File: config.mk
export PLATFORM = sky130hd
export DESIGN_NAME = ordered_list_positional_delete_core_flat
export DESIGN_NICKNAME = d
export VERILOG_FILES = /design/src/rtl/core/olpd_pkg.sv /design/src/rtl/core/olpd_if.sv /design/src/rtl/core/olpd_cell.sv /design/src/rtl/core/ordered_list_positional_delete_core.sv /design/src/flat_wrapper.sv
export VERILOG_INCLUDE_DIRS = /design/src /design/src/rtl/core
export SDC_FILE = /design/constraint.sdc
export NUM_CORES = 1
export LEC_CHECK = 0
export ABC_AREA = 1
export BUFFER_PORTS_ARGS = -buffer_cell sky130_fd_sc_hd__clkbuf_2
export CAP_MARGIN = 20
export CELL_PAD_IN_SITES_DETAIL_PLACEMENT = 0
export CELL_PAD_IN_SITES_GLOBAL_PLACEMENT = 1
export CORE_UTILIZATION = 40
export DETAILED_ROUTE_END_ITERATION = 7
export HOLD_SLACK_MARGIN = 0.08
export PLACE_DENSITY = 0.8
export SETUP_SLACK_MARGIN = 0.5
export SYNTH_ARGS = -nofsm -noshare
export SYNTH_HDL_FRONTEND = slang
export SYNTH_SLANG_ARGS = --single-unit
export TNS_END_PERCENT = 10
File: constraint.sdc
create_clock -name clk -period 6.6 [get_ports clk]
set_input_delay 0.33 -clock clk [delete_from_list [all_inputs] [get_ports clk]]
set_output_delay 0.33 -clock clk [all_outputs]
set_load 0.02 [all_outputs]
File: src/rtl/core/ordered_list_positional_delete_core_assert.svh
// Assertion macros for the ordered list core.
// Expects signals clk and arst_n in the scope of each use.
`ifndef ORDERED_LIST_POSITIONAL_DELETE_CORE_ASSERT_SVH
`define ORDERED_LIST_POSITIONAL_DELETE_CORE_ASSERT_SVH
`ifndef SYNTHESIS
`define OLPD_ASSERT(lbl, prop) \
	lbl: assert property (@(posedge clk) disable iff (!arst_n) (prop)) \
	else $error("olpd assertion failed");
`define OLPD_ASSERT_NEXT(lbl, ante, cons) \
	lbl: assert property (@(posedge clk) disable iff (!arst_n) (ante) |=> (cons)) \
	else $error("olpd assertion failed");
`else
`define OLPD_ASSERT(lbl, prop)
`define OLPD_ASSERT_NEXT(lbl, ante, cons)
`endif
`endif

File: src/rtl/core/olpd_pkg.sv
// Shared types and constants of the ordered list core.
// No dependencies.
package olpd_pkg;

	localparam int ACTION_W = 2;
	localparam int VALUE_W  = 32;
	localparam int POS_W    = 5;
	localparam int STATUS_W = 2;
	localparam int COUNT_W  = 5;

	typedef enum logic [ACTION_W-1:0] {
		ACT_APPEND    = 2'd0,
		ACT_DEL_FIRST = 2'd1,
		ACT_DEL_LAST  = 2'd2,
		ACT_DEL_POS   = 2'd3
	} action_t;

	typedef enum logic [STATUS_W-1:0] {
		ST_OK      = 2'd0,
		ST_MISSING = 2'd1,
		ST_FULL    = 2'd2
	} status_t;

	// Broadcast control from the top level to every cell
	typedef struct packed {
		logic append_en;
		logic remove_en;
	} cell_ctl_t;

endpackage

File: src/rtl/core/olpd_if.sv
// Request and response channel interfaces of the ordered list core.
// Depends on olpd_pkg for field widths.
interface olpd_req_if;
	logic                                valid;
	logic                                ready;
	logic [olpd_pkg::ACTION_W-1:0]       action;
	logic signed [olpd_pkg::VALUE_W-1:0] value;
	logic [olpd_pkg::POS_W-1:0]          position;

	modport source (output valid, output action, output value, output position, input ready);
	modport sink   (input valid, input action, input value, input position, output ready);
endinterface

interface olpd_rsp_if;
	logic                                valid;
	logic                                ready;
	logic signed [olpd_pkg::VALUE_W-1:0] removed_value;
	logic [olpd_pkg::STATUS_W-1:0]       status;
	logic [olpd_pkg::COUNT_W-1:0]        entry_count;

	modport source (output valid, output removed_value, output status, output entry_count,
		input ready);
	modport sink   (input valid, input removed_value, input status, input entry_count,
		output ready);
endinterface

File: src/rtl/core/olpd_cell.sv
// One storage cell of the list chain: holds one entry, loads on append,
// takes its right neighbor's entry when a removal closes the gap.
// Depends on olpd_pkg.
module olpd_cell #(
	parameter int IDX = 0,
	parameter int IW  = 4,
	parameter int CW  = 5
) (
	input  logic                                clk,
	input  olpd_pkg::cell_ctl_t                 ctl,
	input  logic [IW-1:0]                       target,
	input  logic [CW-1:0]                       count,
	input  logic signed [olpd_pkg::VALUE_W-1:0] value,
	input  logic signed [olpd_pkg::VALUE_W-1:0] next_data,
	output logic signed [olpd_pkg::VALUE_W-1:0] data,
	output logic signed [olpd_pkg::VALUE_W-1:0] tap
);
	import olpd_pkg::*;

	logic signed [VALUE_W-1:0] data_q;
	logic                      load;
	logic                      shift;
	logic                      hit;

	// Decode this cell's role for the current request
	always_comb begin
		load  = ctl.append_en && (count == CW'(IDX));
		hit   = ctl.remove_en && (target == IW'(IDX));
		shift = ctl.remove_en && (target <= IW'(IDX)) && (CW'(IDX + 1) < count);
	end

	// Hold, load the appended value, or advance the neighbor's entry
	always_ff @(posedge clk) begin
		if (load) begin
			data_q <= value;
		end else if (shift) begin
			data_q <= next_data;
		end
	end

	assign data = data_q;
	assign tap  = hit ? data_q : '0;

endmodule

File: src/rtl/core/ordered_list_positional_delete_core.sv
// Ordered list core: a row of storage cells with append and removals.
// Depends on olpd_pkg, olpd_if, olpd_cell and the assertion header.
//
// Usage:
//   req carries one command per request: action (append, remove first,
//   remove last, remove at 1-based position), value for appends, and
//   position for positional removals. rsp returns one result per request:
//   the removed value (zero unless a removal succeeded), a status (ok,
//   missing, full) and the entry count after the command.
//   The result is registered and appears on rsp in the cycle after the
//   request is taken. Throughput: one request per cycle while rsp is
//   drained. Every cell compares its own index with the target slot
//   and the count, so a removal shifts all later entries one place left
//   in the same cycle; the removed value is an OR of the cells' taps.
//   The response sits in a single output register; req.ready is high while
//   that register is empty or being drained, so a stalled receiver holds
//   the result and stops new requests after one.
//   Reset (arst_n low) empties the list and drops any pending result; the
//   entries themselves are not cleared, only the count.
`include "ordered_list_positional_delete_core_assert.svh"

module ordered_list_positional_delete_core #(
	parameter int DEPTH = 16
) (
	input  logic       clk,
	input  logic       arst_n,
	olpd_req_if.sink   req,
	olpd_rsp_if.source rsp
);
	import olpd_pkg::*;

	localparam int IW = (DEPTH > 1) ? $clog2(DEPTH) : 1;
	localparam int CW = $clog2(DEPTH + 1);
	localparam int PW = (CW > POS_W) ? CW : POS_W;

	logic [CW-1:0]             count_q;
	logic                      rsp_valid_q;
	logic signed [VALUE_W-1:0] removed_q;
	status_t                   status_q;
	logic [COUNT_W-1:0]        entry_count_q;

	logic                      acc;
	logic                      empty;
	logic                      full;
	action_t                   act;
	logic [PW-1:0]             pos_w;
	logic [PW-1:0]             cnt_w;
	logic [CW-1:0]             last_idx;
	logic [IW-1:0]             target;
	logic                      rm_ok;
	cell_ctl_t                 ctl;
	status_t                   status_d;
	logic [CW-1:0]             count_d;
	logic signed [VALUE_W-1:0] removed_d;

	logic signed [VALUE_W-1:0] cell_data [DEPTH];
	logic signed [VALUE_W-1:0] cell_tap  [DEPTH];

	assign acc       = req.valid && req.ready;
	assign req.ready = !rsp_valid_q || rsp.ready;
	assign empty     = (count_q == '0);
	assign full      = (count_q == CW'(DEPTH));
	assign act       = action_t'(req.action);
	assign pos_w     = PW'(req.position);
	assign cnt_w     = PW'(count_q);
	assign last_idx  = count_q - CW'(1);

	// Decode the request into target slot, cell controls and status
	always_comb begin
		target   = '0;
		rm_ok    = 1'b0;
		ctl      = '0;
		status_d = ST_OK;
		count_d  = count_q;
		case (act)
			ACT_APPEND: begin
				if (full) begin
					status_d = ST_FULL;
				end else begin
					ctl.append_en = acc;
					count_d       = count_q + CW'(1);
				end
			end
			ACT_DEL_FIRST: begin
				rm_ok = !empty;
			end
			ACT_DEL_LAST: begin
				rm_ok  = !empty;
				target = IW'(last_idx);
			end
			ACT_DEL_POS: begin
				rm_ok  = !empty && (pos_w != '0) && (pos_w <= cnt_w);
				target = IW'(pos_w - PW'(1));
			end
			default: begin
				status_d = ST_MISSING;
			end
		endcase
		if (act != ACT_APPEND) begin
			if (rm_ok) begin
				ctl.remove_en = acc;
				count_d       = count_q - CW'(1);
			end else begin
				status_d = ST_MISSING;
			end
		end
	end

	// Chain of cells; the last cell has no right neighbor
	for (genvar g = 0; g < DEPTH; g++) begin : g_cell
		logic signed [VALUE_W-1:0] nbr;
		if (g == DEPTH - 1) begin : g_end
			assign nbr = '0;
		end else begin : g_mid
			assign nbr = cell_data[g+1];
		end
		olpd_cell #(
			.IDX (g),
			.IW  (IW),
			.CW  (CW)
		) u_cell (
			.clk       (clk),
			.ctl       (ctl),
			.target    (target),
			.count     (count_q),
			.value     (req.value),
			.next_data (nbr),
			.data      (cell_data[g]),
			.tap       (cell_tap[g])
		);
	end

	// Collect the removed entry from the one cell that is hit
	always_comb begin
		removed_d = '0;
		for (int k = 0; k < DEPTH; k++) begin
			removed_d = removed_d | cell_tap[k];
		end
	end

	// Update the count on each taken request
	always_ff @(posedge clk or negedge arst_n) begin
		if (!arst_n) begin
			count_q <= '0;
		end else if (acc) begin
			count_q <= count_d;
		end
	end

	// Hold the response until the receiver takes it
	always_ff @(posedge clk or negedge arst_n) begin
		if (!arst_n) begin
			rsp_valid_q <= 1'b0;
		end else if (req.ready) begin
			rsp_valid_q <= acc;
		end
	end

	always_ff @(posedge clk) begin
		if (acc) begin
			removed_q     <= removed_d;
			status_q      <= status_d;
			entry_count_q <= COUNT_W'(count_d);
		end
	end

	assign rsp.valid         = rsp_valid_q;
	assign rsp.removed_value = removed_q;
	assign rsp.status        = status_q;
	assign rsp.entry_count   = entry_count_q;

	// Checks on the list bookkeeping
	`OLPD_ASSERT(a_count_bound, count_q <= CW'(DEPTH))
	`OLPD_ASSERT_NEXT(a_full_append, acc && act == ACT_APPEND && full,
		rsp.status == ST_FULL && $stable(count_q))
	`OLPD_ASSERT_NEXT(a_remove_dec, ctl.remove_en,
		count_q == $past(count_q) - CW'(1) && rsp.status == ST_OK)

endmodule
File: src/flat_wrapper.sv
// flat-port wrapper written by rule: the top's interface ports become plain ports
module ordered_list_positional_delete_core_flat import olpd_pkg::*;
#(
	parameter int DEPTH = 16
)
  (clk, arst_n, req_valid, req_action, req_value, req_position, req_ready, rsp_valid, rsp_removed_value, rsp_status, rsp_entry_count, rsp_ready);
  olpd_req_if req_i ();
  olpd_rsp_if rsp_i ();
  input  logic clk;
  input  logic arst_n;
  input wire logic [$bits(req_i.valid)-1:0] req_valid;
  input wire logic [$bits(req_i.action)-1:0] req_action;
  input wire logic [$bits(req_i.value)-1:0] req_value;
  input wire logic [$bits(req_i.position)-1:0] req_position;
  output wire logic [$bits(req_i.ready)-1:0] req_ready;
  output wire logic [$bits(rsp_i.valid)-1:0] rsp_valid;
  output wire logic [$bits(rsp_i.removed_value)-1:0] rsp_removed_value;
  output wire logic [$bits(rsp_i.status)-1:0] rsp_status;
  output wire logic [$bits(rsp_i.entry_count)-1:0] rsp_entry_count;
  input wire logic [$bits(rsp_i.ready)-1:0] rsp_ready;
  assign req_i.valid = req_valid;
  assign req_i.action = req_action;
  assign req_i.value = req_value;
  assign req_i.position = req_position;
  assign req_ready = req_i.ready;
  assign rsp_valid = rsp_i.valid;
  assign rsp_removed_value = rsp_i.removed_value;
  assign rsp_status = rsp_i.status;
  assign rsp_entry_count = rsp_i.entry_count;
  assign rsp_i.ready = rsp_ready;
  ordered_list_positional_delete_core #(.DEPTH(DEPTH)) u_core (.clk(clk), .arst_n(arst_n), .req(req_i), .rsp(rsp_i));
endmodule
==> metrics.cfg <==
[run_status]
status = finished clean

[timing]
setup_viol = 0
fin_crit_sh = 0.660
slew-limit-headroom = 0.169
fin_tns_setup_ns = 0
tightest_slew_ns = 1.25
max_freq_ghz = 0.230
skew_ns = 0.0237
rsz0062_at_grt = no
hold_ws_ns = 0.209
slew_viol_final = 0
min_period_ns = 4.36
finalHoldViolCount = 0

[critical_path]
required_ns = 6.99
max_stage_delay_ns = 0.89
crit_type = flop to flop
rrSetupSlack_ns = 2.24
critPathTopFamily = buffers and inverters
cp_data_arrival_time_ns = 4.75
critPathSlowestCell = buf_4
critPathBufInv = 3
path_cells = clkinv_1, ha_1, nand2_1, nor2_1, nand2_1, nand3_1, nand2_1, nand2_1, nand2_2, nand3_4, buf_4, buf_4, nor3_1, nor2_1, nand2_1, nor2_1, nand2_1
reg2reg_from = u_core.cnt_w[4]$_DFFE_PN0P_
startpoint = u_core.cnt_w[4]$_DFFE_PN0P_
cp-end-kind = flop
critical_path.most_common_cell = nand2_1
start_kind = flop
worstPathMaxFanout = 101

[cells_and_area]
mostFrequentLayoutCell = nand2_1
nets = 3511
drive_gt1_frac = 0.0850
areaGrowthSynthToFinish_pct = 11.5
final_cell_mix = 762 x nand2_1, 551 x edfxtp_1, 502 x inv_1
antenna_cells = 0

[clocking]
htreeDepth = 2
cts_resized = 0
cts_buffer_depth = 3
worstSkewPairLatency_ns = 0.66
clkTransAtPathRegs_ns = 0.06
cts_tree = done
cts_setup_buffers = 0
cts_num_sinks = 557
cts_made_buffers = 61
clock-root-buffer = clkbuf_16

[synthesis]
synth-main-ff-cell = edfxtp_1
ys_types = 38
synth_cells = 3489
synth.avg_cell_area_um2 = 8.45
syn-cell-area_um2 = 29500
synth_seq_cells = 557
synth_nets = 3546
ys_seq_area_frac = 0.566
synth_edf_count = 551
async_flop_share = 0.0108
yosysWarnings = 0

[power_and_ir_drop]
comb_power_share = 0.170
clkPwrFrac = 0.373
switchingPower_w = 0.00297
vdd_drop_max_mv = 0.224
power_density_nw_per_um2 = 299
internal-power_w = 0.00686
cellLeakagePower_nw = 14.2
swShare = 0.302
p_seq_frac = 0.457

[place]
io_buffers = 83
gp_congestion = 0.835
dp_hpwl_mm = 48.8

[drt]
wire_per_inst_um = 20.3
detail_route.first_pass.iterations = 5
drcViolationCount = 0
via_per_inst = 5.20
drt-total-wl_mm = 90.5
drt_iter0_drc = 2556
num_vias = 23200
ant_nets = 0

[grt]
antenna_found_initial = 0
grt_max_degree = 235
grt_overflow = 0
grt_pass1_vias = 21700
grt_usage = 0.243
grt_pass1_wl_mm = 136

[min_path]
hold_class = input pin to flop
hold_start = req_value[13]

[die]
fp.dieW_um = 273
start_util = 0.404
core_um2 = 73000
fp.dieArea_um2 = 74800
rows = 99
fp.dieH_um = 273
ioPinCount = 84

[job]
drv_cap = 0

-- cells in the mapped netlist (4+ instances only) --
cell type / n / area [um^2]
o21ai_0: 504 / 2520
clkbuf_1: 98 / 368
buf_2: 101 / 505
a21oi_1: 4 / 20.0
nor3_1: 387 / 1940
nand4_1: 6 / 37.5
o31ai_1: 6 / 45.0
nand3_1: 17 / 85.1
buf_4: 27 / 203
buf_1: 6 / 22.5
nand2_1: 778 / 2920
dfrtp_1: 6 / 150
inv_1: 503 / 1890
ha_1: 14 / 175
edfxtp_1: 551 / 16500
and2_1: 6 / 37.5
inv_2: 10 / 37.5
nor2_1: 403 / 1510
xor2_1: 4 / 35.0
and2_0: 26 / 163
-- kinds of logic (layout without fill, tap and decap cells) --
kind of cell / Yosys count / count (layout) / synth area share
AO/OA/AOI/OAI: 523 / 523 / 0.0902
XOR/XNOR: 4 / 4 / 0.00119
adder cells (fa/ha/maj): 14 / 14 / 0.00594
buffers and inverters: 750 / 768 / 0.104
flip-flops: 557 / 557 / 0.566
AND/OR/NAND/NOR: 1641 / 1641 / 0.232
-- flip-flops by register name, indices dropped and copies added (netlist names) --
register                   cells
u_core.rsp.status              2
u_core.cnt_w                   5
u_core.rsp.valid               1
u_core.rsp.entry_count         5
u_core.rsp.removed_value      32
u_core.g_cell.u_cell.data    512
-- power groups by stage --
stage | Clock [W] | Sequential (W) | Combinational [W]
floorplan | 0 | 0.00457 | 0.000983
global placement | 0 | 0.00456 | 0.00162
detailed placement | 0 | 0.00456 | 0.00163
CTS | 0.00372 | 0.00449 | 0.00165
global route | 0.00383 | 0.00453 | 0.00182
finish | 0.00367 | 0.00449 | 0.00167
-- timing repair --
item | in CTS | in global routing
hold buffers | 4 | 0
endpoints found under the hold margin | 7 | 0
setup endpoints to repair | 0 | 0
-- final timing paths --
path | cells after the start | to
min in group asynchronous | 3 | u_core.rsp.valid$_DFFE_PN0N_
worst max register to register | 17 | u_core.rsp.removed_value[17]$_DFFE_PP_
worst min register to register | 2 | u_core.g_cell[0].u_cell.data[13]$_DFFE_PP_
worst min-delay path | 3 | u_core.g_cell[15].u_cell.data[13]$_SDFFCE_PN0P_
worst max-delay path | 17 | u_core.rsp.removed_value[17]$_DFFE_PP_
max in group asynchronous | 3 | u_core.cnt_w[2]$_DFFE_PN0P_
-- cell type report --
class,instances,area (um^2)
multi-input cells,2182,9980
repair buffers,137,933
clock buffers,69,1580
flip-flops and latches,557,16700
clock inverters,47,543
inverters,515,1930
well taps,959,1200
fillers,7130,40100
-- stage by stage --
stage	power (W)	std cells	worst slack (ns)	utilization	instance area, um^2
global route	0.0102	4466	1.84	0.450	32900
detailed placement	0.00620	4343	2.30	0.420	30600
global placement	0.00618	4341	2.43	0.419	30600
CTS	0.00985	4463	2.27	0.449	32800
finish	0.00983	4466	2.24	0.450	32900
floorplan	0.00556	3489	1.71	-	29500
-- worst reg2reg max path: cells and delay by family (launching register included) --
family	cells	cell delay (ns)
adders and majority gates	1	0.41
buffers and inverters	3	1.86
DFF	1	0.58
and+or+nand+nor	13	1.25
-- routing by layer --
layer  up-vias  share of wire  global-route usage
li1      11300              -                   -
met1     10900           0.42               0.322
met5         -              0                   0
met4         0          0.028              0.0719
met2       924           0.48               0.409
met3       149          0.081              0.0368
Note: power is estimated with default switching activity, not from simulation.
